[src/rtl/lsvp_pkg.sv]
package lsvp_pkg;

    typedef enum logic [2:0] {
        OP_PUSH   = 3'd0,
        OP_POP    = 3'd1,
        OP_PEEK   = 3'd2,
        OP_THIRD  = 3'd3,
        OP_BOTTOM = 3'd4,
        OP_PURGE  = 3'd5
    } t_op;

    typedef enum logic [1:0] {
        STAT_OK       = 2'd0,
        STAT_OVERFLOW = 2'd1,
        STAT_EMPTY    = 2'd2,
        STAT_SHORT    = 2'd3
    } t_status;

    // How a cell loads: keep, take the word above it (push),
    // or take the word below it (pop and purge step).
    typedef enum logic [1:0] {
        SH_HOLD = 2'd0,
        SH_DOWN = 2'd1,
        SH_UP   = 2'd2
    } t_shift;

    typedef struct packed {
        t_shift mode;
        logic   append;
    } t_cell_ctrl;

    typedef enum logic {
        ST_IDLE  = 1'b0,
        ST_PURGE = 1'b1
    } t_state;

    localparam logic [31:0] FAIL_WORD = 32'h7FFF_FFFF;
    localparam int          THIRD_MIN = 3;

endpackage

[src/rtl/lsvp_cell.sv]
module lsvp_cell #(
    parameter int INDEX = 0,
    parameter int IW    = 3
) (
    input  logic                i_clk,
    input  lsvp_pkg::t_cell_ctrl i_ctrl,
    input  logic [IW-1:0]       i_pos,
    input  logic [31:0]         i_above,
    input  logic [31:0]         i_below,
    input  logic [31:0]         i_top_word,
    output logic [31:0]         o_value
);
    import lsvp_pkg::*;

    localparam logic [IW-1:0] MY_POS = IW'(INDEX);

    logic [31:0] r_value;

    // During a purge step the kept top word is placed at the cell that
    // becomes the bottom of the live entries.
    always_ff @(posedge i_clk) begin
        unique case (i_ctrl.mode)
            SH_HOLD: begin
                r_value <= r_value;
            end
            SH_DOWN: begin
                r_value <= i_above;
            end
            SH_UP: begin
                if (i_ctrl.append && (i_pos == MY_POS)) begin
                    r_value <= i_top_word;
                end else begin
                    r_value <= i_below;
                end
            end
            default: begin
                r_value <= r_value;
            end
        endcase
    end

    assign o_value = r_value;

endmodule

[src/rtl/lifo_stack_with_value_purge.sv]
// LIFO stack of signed 32-bit words, DEPTH entries deep, built as a row of
// cells with the top of the stack in cell 0. Each request beat carries an
// operation in tuser and an operand word in tdata, and gives exactly one
// result beat with the read data, a status and the entry count after the
// request. Push, pop, peek, third-from-top and bottom are accepted at one
// beat per cycle while the result beats are taken: the row shifts down or up
// by one cell and the result sits in an output register. Purge walks the
// live entries one per cycle by popping the top and, when it differs from
// the purge value, re-inserting it at the bottom of the live region. The
// result of a purge is registered at the end of the walk (at once when the
// stack is empty), and no new request is taken during the walk. Failures
// return 2147483647 as data. Entry storage has no reset; only the entry
// count and the control are cleared.
module lifo_stack_with_value_purge #(
    parameter int DEPTH = 8
) (
    input  logic        i_clk,
    input  logic        i_rst_n,
    input  logic        i_s_axis_tvalid,
    output logic        o_s_axis_tready,
    input  logic [31:0] i_s_axis_tdata,  // [31:0] operand_value
    input  logic [2:0]  i_s_axis_tuser,  // [2:0] operation
    output logic        o_m_axis_tvalid,
    input  logic        i_m_axis_tready,
    output logic [39:0] o_m_axis_tdata,  // [31:0] read_data, [35:32] entry_count, rest 0
    output logic [1:0]  o_m_axis_tuser   // [1:0] status
);
    import lsvp_pkg::*;

    localparam int CW = $clog2(DEPTH + 1);
    localparam int IW = $clog2(DEPTH);
    localparam logic [CW-1:0] FULL = CW'(DEPTH);
    localparam logic [CW-1:0] ONE  = CW'(1);

    t_state      r_state, n_state;
    logic [CW-1:0] r_count, n_count;
    logic [CW-1:0] r_left, n_left;
    logic [31:0] r_victim, n_victim;
    logic [31:0] r_bottom, n_bottom;

    logic        r_out_valid, n_out_valid;
    logic [31:0] r_rd, n_rd;
    t_status     r_status, n_status;
    logic [CW-1:0] r_cnt_out, n_cnt_out;

    t_cell_ctrl  w_ctrl;
    logic [IW-1:0] w_pos;
    logic [31:0] w_value [DEPTH];
    logic        w_accept;
    logic        w_keep;
    logic [2:0]  w_op;
    logic [31:0] w_word;
    logic [CW+3:0] w_cnt_ext;

    assign w_op   = i_s_axis_tuser;
    assign w_word = i_s_axis_tdata;

    // A new request is taken only between purges and when the output
    // register is free or is being emptied in this cycle.
    assign o_s_axis_tready = (r_state == ST_IDLE) && (!r_out_valid || i_m_axis_tready);
    assign w_accept = i_s_axis_tvalid && o_s_axis_tready;

    // The top word survives a purge step when it differs from the value.
    assign w_keep = (w_value[0] != r_victim);

    // The row of cells. Cell 0 is the top; a push feeds the operand into it.
    for (genvar i = 0; i < DEPTH; i++) begin : g_cell
        logic [31:0] w_above;
        logic [31:0] w_below;
        if (i == 0) begin : g_first
            assign w_above = w_word;
        end else begin : g_mid
            assign w_above = w_value[i-1];
        end
        if (i == DEPTH - 1) begin : g_last
            assign w_below = w_value[i];
        end else begin : g_inner
            assign w_below = w_value[i+1];
        end
        lsvp_cell #(
            .INDEX (i),
            .IW    (IW)
        ) u_cell (
            .i_clk      (i_clk),
            .i_ctrl     (w_ctrl),
            .i_pos      (w_pos),
            .i_above    (w_above),
            .i_below    (w_below),
            .i_top_word (w_value[0]),
            .o_value    (w_value[i])
        );
    end

    // Next-state logic.
    always_comb begin
        n_state = r_state;
        unique case (r_state)
            ST_IDLE: begin
                if (w_accept && (w_op == OP_PURGE) && (r_count != '0)) begin
                    n_state = ST_PURGE;
                end
            end
            ST_PURGE: begin
                if (r_left == ONE) begin
                    n_state = ST_IDLE;
                end
            end
            default: begin
                n_state = ST_IDLE;
            end
        endcase
    end

    // Datapath and result logic.
    always_comb begin
        w_ctrl      = '{mode: SH_HOLD, append: 1'b0};
        w_pos       = '0;
        n_count     = r_count;
        n_left      = r_left;
        n_victim    = r_victim;
        n_bottom    = r_bottom;
        n_out_valid = r_out_valid && !i_m_axis_tready;
        n_rd        = r_rd;
        n_status    = r_status;
        n_cnt_out   = r_cnt_out;

        unique case (r_state)
            ST_IDLE: begin
                if (w_accept) begin
                    n_out_valid = 1'b1;
                    n_rd        = '0;
                    n_status    = STAT_OK;
                    n_cnt_out   = r_count;
                    unique case (w_op)
                        OP_PUSH: begin
                            if (r_count == FULL) begin
                                n_rd     = FAIL_WORD;
                                n_status = STAT_OVERFLOW;
                            end else begin
                                w_ctrl.mode = SH_DOWN;
                                n_count     = r_count + ONE;
                                n_cnt_out   = r_count + ONE;
                                if (r_count == '0) begin
                                    n_bottom = w_word;
                                end
                            end
                        end
                        OP_POP: begin
                            if (r_count == '0) begin
                                n_rd     = FAIL_WORD;
                                n_status = STAT_EMPTY;
                            end else begin
                                w_ctrl.mode = SH_UP;
                                n_rd        = w_value[0];
                                n_count     = r_count - ONE;
                                n_cnt_out   = r_count - ONE;
                            end
                        end
                        OP_PEEK: begin
                            if (r_count == '0) begin
                                n_rd     = FAIL_WORD;
                                n_status = STAT_EMPTY;
                            end else begin
                                n_rd = w_value[0];
                            end
                        end
                        OP_THIRD: begin
                            if (r_count < CW'(THIRD_MIN)) begin
                                n_rd     = FAIL_WORD;
                                n_status = STAT_SHORT;
                            end else begin
                                n_rd = w_value[2];
                            end
                        end
                        OP_BOTTOM: begin
                            if (r_count == '0) begin
                                n_rd     = FAIL_WORD;
                                n_status = STAT_EMPTY;
                            end else begin
                                n_rd = r_bottom;
                            end
                        end
                        OP_PURGE: begin
                            // An empty stack answers at once; otherwise the
                            // result waits for the end of the walk.
                            if (r_count != '0) begin
                                n_out_valid = 1'b0;
                                n_left      = r_count;
                                n_victim    = w_word;
                            end
                        end
                        default: begin
                            n_rd = '0;
                        end
                    endcase
                end
            end
            ST_PURGE: begin
                // Pop the top; a kept word goes to the last live cell, which
                // after the shift sits at r_count - 1.
                w_ctrl.mode   = SH_UP;
                w_ctrl.append = w_keep;
                w_pos         = IW'(r_count - ONE);
                n_left        = r_left - ONE;
                if (w_keep) begin
                    n_bottom = w_value[0];
                end else begin
                    n_count = r_count - ONE;
                end
                if (r_left == ONE) begin
                    n_out_valid = 1'b1;
                    n_rd        = '0;
                    n_status    = STAT_OK;
                    n_cnt_out   = w_keep ? r_count : r_count - ONE;
                end
            end
            default: begin
                w_ctrl.mode = SH_HOLD;
            end
        endcase
    end

    always_ff @(posedge i_clk) begin
        if (!i_rst_n) begin
            r_state     <= ST_IDLE;
            r_count     <= '0;
            r_left      <= '0;
            r_out_valid <= 1'b0;
        end else begin
            r_state     <= n_state;
            r_count     <= n_count;
            r_left      <= n_left;
            r_out_valid <= n_out_valid;
        end
    end

    always_ff @(posedge i_clk) begin
        r_victim  <= n_victim;
        r_bottom  <= n_bottom;
        r_rd      <= n_rd;
        r_status  <= n_status;
        r_cnt_out <= n_cnt_out;
    end

    // The count field is four bits wide whatever the depth.
    assign w_cnt_ext       = {4'b0000, r_cnt_out};
    assign o_m_axis_tvalid = r_out_valid;
    assign o_m_axis_tdata  = {4'b0000, w_cnt_ext[3:0], r_rd};
    assign o_m_axis_tuser  = r_status;

    // The stack never holds more than DEPTH entries.
    a_count_bound: assert property (@(posedge i_clk) disable iff (!i_rst_n)
        r_count <= FULL)
        else $error("entry count above depth");

    // No request is taken while a purge walks the entries.
    a_purge_blocks: assert property (@(posedge i_clk) disable iff (!i_rst_n)
        (r_state == ST_PURGE) |-> !o_s_axis_tready)
        else $error("request accepted during purge");

    // A purge step can only drop entries.
    a_purge_shrinks: assert property (@(posedge i_clk) disable iff (!i_rst_n)
        (r_state == ST_PURGE) |=> (r_count <= $past(r_count)))
        else $error("purge step raised the count");

    // Any accepted request other than purge has its result in the next cycle.
    a_single_cycle: assert property (@(posedge i_clk) disable iff (!i_rst_n)
        (w_accept && (w_op != OP_PURGE)) |=> o_m_axis_tvalid)
        else $error("result missing after a single-cycle request");

    // The walk length never exceeds the count it started from.
    a_left_bound: assert property (@(posedge i_clk) disable iff (!i_rst_n)
        (r_state == ST_PURGE) |-> ((r_left != '0) && (r_left <= r_count)))
        else $error("purge walk length out of range");

endmodule
[config.mk]
export PLATFORM = sky130hd
export DESIGN_NAME = lifo_stack_with_value_purge
export DESIGN_NICKNAME = d
export VERILOG_FILES = /design/src/rtl/lsvp_pkg.sv /design/src/rtl/lsvp_cell.sv /design/src/rtl/lifo_stack_with_value_purge.sv
export SDC_FILE = /design/constraint.sdc
export NUM_CORES = 1
export LEC_CHECK = 0
export ABC_AREA = 1
export ABC_CLOCK_PERIOD_IN_PS = 10350
export BUFFER_PORTS_ARGS = -buffer_cell sky130_fd_sc_hd__buf_2
export CORE_ASPECT_RATIO = 0.9
export CORE_UTILIZATION = 30
export DETAILED_ROUTE_END_ITERATION = 8
export PLACE_DENSITY = 0.5
export REMOVE_ABC_BUFFERS = 1
export SLEW_MARGIN = 30
export SYNTH_ARGS = -nofsm -noshare
export SYNTH_HDL_FRONTEND = slang
export SYNTH_SLANG_ARGS = --single-unit
[constraint.sdc]
create_clock -name i_clk -period 10.35 [get_ports i_clk]
set_input_delay 0.5175 -clock i_clk [delete_from_list [all_inputs] [get_ports i_clk]]
set_output_delay 0.5175 -clock i_clk [all_outputs]
set_load 0.1 [all_outputs]
==> results.cfg, run 1 <==
[placement]
dpl.cell_count = 2919
io_buffer_count = 78
post-place-ws_ps = 5730
dp_hpwl_um = 28900
gp_congestion = 0.805

[route]
detail-route-antenna-nets = 0
viasPerCell = 4.76
routedWlPerCell_um = 17.7
drt-met1-wl_um = 24400
top_layer = met4
route.met2.wl_um = 24200
initialDrtViolationCount = 1201
drt_wl_total_um = 53000
routed-via-count = 14225
route.detailed.drc = 0
dr_wl_met3_um = 3030
first_pass_iters = 5

[global_route]
gr-total-overflow = 0
grt_pass1_vias = 13561
track_usage_pct = 16.7
grt_max_degree = 171
grt_pass1_wl_um = 81300
antenna_found_initial = 0

[yosys]
syn-cell-area_mm2 = 0.0189
ys.flop_type = edfxtp_1
netlist_top_cells_area = edfxtp_1 (57%), nand2_1 (13%), o21ai_0 (6.7%), inv_1 (4.6%), a21oi_1 (2.7%)
async_flop_share_pct = 0
synth_most_common_cell = nand2_1
ys_ff_latch = 368
yosysTopAreaCellShare_pct = 56.7
synthDistinctLibCells = 34
syn_area_per_cell_um2 = 8.88
syn_inst = 2133
synth_top_area_cell = edfxtp_1
yosysSeqAreaShare_pct = 57.8
yosysWarnings = 0
synth-edff-count = 358
netlist_top_cells_count = nand2_1 (679), edfxtp_1 (358), o21ai_0 (253)

[min_path]
min_path_cells = 1
min_path_type = in -> reg
hold_end = r_victim[8]$_DFFE_PP_
min_from = i_s_axis_tdata[8]

[floorplanning]
dieWidth_um = 267
dieArea_mm2 = 0.0642
die_y_um = 240
core-area_mm2 = 0.0626
top_level_ports = 83
fp-row-count = 87
start_util_pct = 30.3

[cells_and_area]
layout.cells.non_filler = 2991
nNetsFinal = 2164
antenna_cells = 0
n_fill_cell = 6488
postLayoutCoreUtil_pct = 33.6
drive_above_1_share_pct = 8.81
syn2layout_area_growth_pct = 11.1

[worst_setup_path]
r2r_end = g_cell[0].u_cell.o_value[1]$_DFFE_PP_
regToRegStartpoint = r_state$_SDFF_PN0_
startpoint_type = flip-flop
ff2ff_path_depth = 11
required_ps = 10540
critPathKind = reg -> reg
crit_fanout = 170
cp.arrival_ps = 4730
reg2reg_slack_ps = 5820
cp-end-kind = flip-flop

[power]
p_clk_share_pct = 38.6
seq_power_share_pct = 48.1
power_mw = 3.75
p_sw_share_pct = 28.2
p_comb_share_pct = 13.3
leakagePower_nw = 8.44
vdd_drop_max_mv = 0.102
p_per_area_mw_per_mm2 = 178
p_int_mw = 2.69
netSwitchingPower_mw = 1.06

[clocking]
cts_root_buf = clkbuf_16
cts_tree = done
htree_levels = 2
cts_hold_buf = 0
cts_resized = 0
cts_setup_buffers = 0
cts_sinks = 368
clkLatencyLatePin_ps = 570
clkSlewWorstSetupHoldPaths_ps = 60
numCtsBuffers = 42
clockBufferDepth = 3

[run_status]
status = finished, final reports clean

[sta]
min_period_over_period_pct = 43.8
tightest_slew_ps = 1010
min_period_ps = 4530
setup_viol = 0
fmaxAchievable_ghz = 0.221
finalSetupTns_ps = 0
skew_ps = 26.5
setup_ws_ps = 5820
slew_violations = 0
rsz0062_at_grt = no
finalHoldViolations = 0
maxSlewHeadroom_pct = 32.4

[run]
drv_cap = 0
cell type report:
type                       instances  area [µm²]  area share (%)
inverter                         239         907            4.31
timing repair buffer              98         586            2.78
sequential                       368       11000            52.0
tap                              845        1060            5.02
clock inverter                    20         175           0.832
multi-input combinational       1369        6270            29.8
clock buffer                      52        1110            5.27
how the worst max path moves through the flow:
| stage | start | end | depth (start not counted) |
|---|---|---|---|
| 3_3_place_gp | r_state$_SDFF_PN0_ | g_cell[0].u_cell.o_value[18]$_DFFE_PP_ | 10 |
| 3_5_place_dp | r_state$_SDFF_PN0_ | g_cell[0].u_cell.o_value[28]$_DFFE_PP_ | 11 |
| 4_1_cts | r_state$_SDFF_PN0_ | g_cell[0].u_cell.o_value[18]$_DFFE_PP_ | 11 |
| 5_1_grt | r_state$_SDFF_PN0_ | g_cell[0].u_cell.o_value[1]$_DFFE_PP_ | 11 |
| 2_1_floorplan | r_state$_SDFF_PN0_ | g_cell[7].u_cell.o_value[0]$_DFFE_PP_ | 7 |
| 6_report | r_state$_SDFF_PN0_ | g_cell[0].u_cell.o_value[1]$_DFFE_PP_ | 11 |
metrics by stage:
step | instance area (µm²) | hold WS [ps]
floorplan | 18000 | 459
global placement | 19700 | 480
detailed placement | 19800 | 481
CTS | 21100 | 98.0
global route | 21100 | 119
finish | 21100 | 139
state kept, by name (all words and copies together), names as in the netlist:
| name | cells |
|---|---|
| r_cnt_out | 4 |
| r_left | 4 |
| r_rd | 32 |
| r_count | 4 |
| o_m_axis_tvalid | 1 |
| r_state | 1 |
| r_victim | 32 |
| o_m_axis_tuser | 2 |
| g_cell.u_cell.o_value | 256 |
| r_bottom | 32 |
cells by family after synthesis:
group           Yosys count  share of synthesized area [%]
compound gates          475                           12.8
simple gates            858                           18.1
fa+ha+maj                 7                          0.462
other cells               1                         0.0198
buf+inv                 399                           9.54
xor+xnor                 25                           1.27
flops                   368                           57.8
cell usage in the layout (no fill, tap or decap), types with 2 or more instances in the layout:
| cell | instances |
|---|---|
| nand2_1 | 677 |
| nor2_4 | 3 |
| nand3_1 | 81 |
| xnor2_2 | 3 |
| o21ai_0 | 252 |
| inv_6 | 3 |
| buf_12 | 2 |
| conb_1 | 4 |
| edfxtp_1 | 358 |
| buf_4 | 17 |
| inv_2 | 9 |
| a31oi_1 | 35 |
| buf_2 | 78 |
| clkbuf_16 | 43 |
| bufinv_16 | 3 |
| nor2_1 | 75 |
| a21oi_1 | 104 |
| nand2_4 | 2 |
| or2_2 | 2 |
| nand4_1 | 6 |
| clkinv_2 | 10 |
| clkbuf_1 | 9 |
| clkinv_1 | 6 |
| xor2_1 | 2 |
| nand2_2 | 2 |
| xnor2_1 | 20 |
| o21ai_1 | 80 |
| inv_1 | 227 |
| dfxtp_1 | 9 |
| nor3_1 | 4 |
| ha_1 | 6 |
layer usage:
layer	vias to the layer above	track usage (%)
li1	7004	-
met1	6731	22.9
met2	401	26.9
met3	89	2.73
met4	0	5.35
met5	-	0
power by group through the flow:
stage          combinational, mW  sequential [mW]  clock (mW)
5_1_grt                    0.546             1.81        1.54
3_5_place_dp               0.502             1.83           0
3_3_place_gp               0.494             1.83           0
2_1_floorplan              0.235             1.96           0
4_1_cts                    0.503             1.80        1.49
6_report                   0.498             1.80        1.45
critical path, stage by stage (launching register included):
cell     delay [ps]
dfxtp_4         740
buf_4           700
nor2_1          140
nand2_1         280
inv_1           130
nand2_1         160
ha_4            200
buf_12          370
buf_16          520
o21ai_0         240
nand2_2          90
buf_4           530
Note: power is estimated with default switching activity, not from simulation.
==> run 2: changes to the inputs <==
ABC_CLOCK_PERIOD_IN_PS = 4100   (was 10350)
PLACE_DENSITY = 0.51   (was 0.5)
clock period = 4.1 ns   (was 10.35 ns; I/O delays follow)
==> run 2 against run 1 <==
Sequential share of layout area decreased by 1.3 points. Wire length increased by 1.6%. Worst setup slack got worse by 5000 ps. Flip-flop and latch count stayed put. Worst hold slack better by 51 ps. Global-route usage grew 0.10 points. Sequential power grew to 2.5 times the previous value. Die area unchanged. Total power rose to 2.5 times the previous value. Critical path type unchanged. Largest power group unchanged.
==> results.cfg, run 2 (synthesized netlist as in run 1, its figures left out) <==
[floorplanning]
top_level_ports = 83
die_y_um = 240
dieWidth_um = 267
start_util_pct = 30.3
core-area_mm2 = 0.0626
dieArea_mm2 = 0.0642
fp-row-count = 87

[global_route]
grt_pass1_wl_um = 82200
antenna_found_initial = 0
grt_pass1_vias = 13722
gr-total-overflow = 0
track_usage_pct = 16.8
grt_max_degree = 111

[cells_and_area]
nNetsFinal = 2214
seq_area_mm2 = 0.0110
final_common_cell = nand2_1
drive_above_1_share_pct = 9.40
multiInputGateArea_mm2 = 0.00626
n_fill_cell = 6474
largest_reg_flops = 256
postLayoutCoreUtil_pct = 34.5
antenna_cells = 0
final_cell_mix = nand2_1 (677), edfxtp_1 (358), o21ai_0 (252)
syn2layout_area_growth_pct = 14.0

[min_path]
min_path_type = in -> reg
min_from = i_s_axis_tuser[2]

[route]
route.detailed.drc = 0
drt_wl_total_um = 53900
first_pass_iters = 7
detail-route-antenna-nets = 0
routed-via-count = 14583
routedWlPerCell_um = 17.7
viasPerCell = 4.79
initialDrtViolationCount = 1063

[power]
seq_power_share_pct = 47.7
power_mw = 9.52
leakagePower_nw = 8.70
p_int_mw = 6.81
vdd_drop_max_mv = 0.291
p_sw_share_pct = 28.5
p_comb_share_pct = 13.8
p_per_area_mw_per_mm2 = 441
p_clk_share_pct = 38.5
netSwitchingPower_mw = 2.71

[clocking]
cts_tree = done
cts_setup_buffers = 0
clkLatencyLatePin_ps = 580
cts_sinks = 368
numCtsBuffers = 43
cts_root_buf = clkbuf_16
clkSlewWorstSetupHoldPaths_ps = 60
clockBufferDepth = 3
cts_resized = 0
htree_levels = 2

[worst_setup_path]
required_ps = 4420
critPathKind = reg -> reg
cp.arrival_ps = 3640
crit_fanout = 12
startpoint_type = flip-flop
startpoint = r_count[0]$_SDFFE_PN0P_
cp-end-kind = flip-flop
regToRegStartpoint = r_count[0]$_SDFFE_PN0P_

[run_status]
status = finished, final reports clean

[sta]
holdWs_ps = 190
skew_ps = 17.5
min_period_ps = 3320
maxSlewHeadroom_pct = 35.0
slew_violations = 0
tightest_slew_ps = 973
finalSetupTns_ps = 0
rsz0062_at_grt = no
fmaxAchievable_ghz = 0.302
min_period_over_period_pct = 80.9
finalHoldViolations = 0
setup_viol = 0

[placement]
io_buffer_count = 78
dp_hpwl_um = 31200
gp_congestion = 0.806

[run]
drv_cap = 0
run 2: cell count changes in the layout (fill, tap and decap cells not counted), moves of 2 or more:
cell           change
buf_12             +7
clkbuf_8           +2
clkinv_4           +2
clkinv_1           -2
clkbuf_1           +5
dlygate4sd3_1     +34
buf_4              +8
bufinv_16          -2
run 2: per-layer routing:
metal | global-route usage (%) | part of all wire (%)
met1 | 23.2 | 46
met2 | 27.3 | 46
met3 | 3.06 | 6.6
met4 | 3.78 | 1.8
met5 | 0 | 0
run 2: final cells by class:
type,count,area share [%]
Clock buffer,60,5.47
Clock inverter,18,0.614
Inverter,239,4.20
Multi-Input combinational cell,1369,29.0
Sequential cell,368,50.7
Tap cell,845,4.89
Timing Repair Buffer,147,5.14
run 2: metrics by stage:
step                instances  setup WS, ps  cell area, µm²
finish                   3046           784           21600
global placement         2934           778           19900
floorplan                1976        -12840           18000
global route             3046           552           21600
CTS                      3046           765           21600
detailed placement       2934           780           20000
run 2: worst paths after layout:
check                                                        endpoint  slack (ps)  depth (start not counted)
worst max-delay path            g_cell[1].u_cell.o_value[7]$_DFFE_PP_         780                         12
worst min register to register                 r_left[1]$_SDFFE_PN0P_         500                          2
worst max register to register  g_cell[1].u_cell.o_value[7]$_DFFE_PP_         780                         12
worst min-delay path                       o_m_axis_tvalid$_SDFF_PN0_         190                          4
run 2: timing repair:
item	4_1_cts	5_1_grt
hold endpoints to repair	64	0
hold buffers	34	0
setup endpoints to repair	0	0
run 2: power groups by stage:
stage / Clock (mW) / Combinational, mW / Sequential (mW)
after CTS: 3.75 / 1.33 / 4.54
after global routing: 3.89 / 1.43 / 4.57
after global placement: 0 / 1.28 / 4.62
final: 3.66 / 1.32 / 4.54
after floorplan: 0 / 0.592 / 4.95
after detailed placement: 0 / 1.30 / 4.62
run 2: critical path, cell delays in order (launching register included):
cell	delay, ps
dfxtp_1	520
inv_1	140
ha_1	240
nand2_1	160
inv_2	60
nor2_1	170
inv_1	110
o21ai_0	400
ha_4	270
nand2_1	450
buf_4	420
nand2_1	80
nand2_1	50
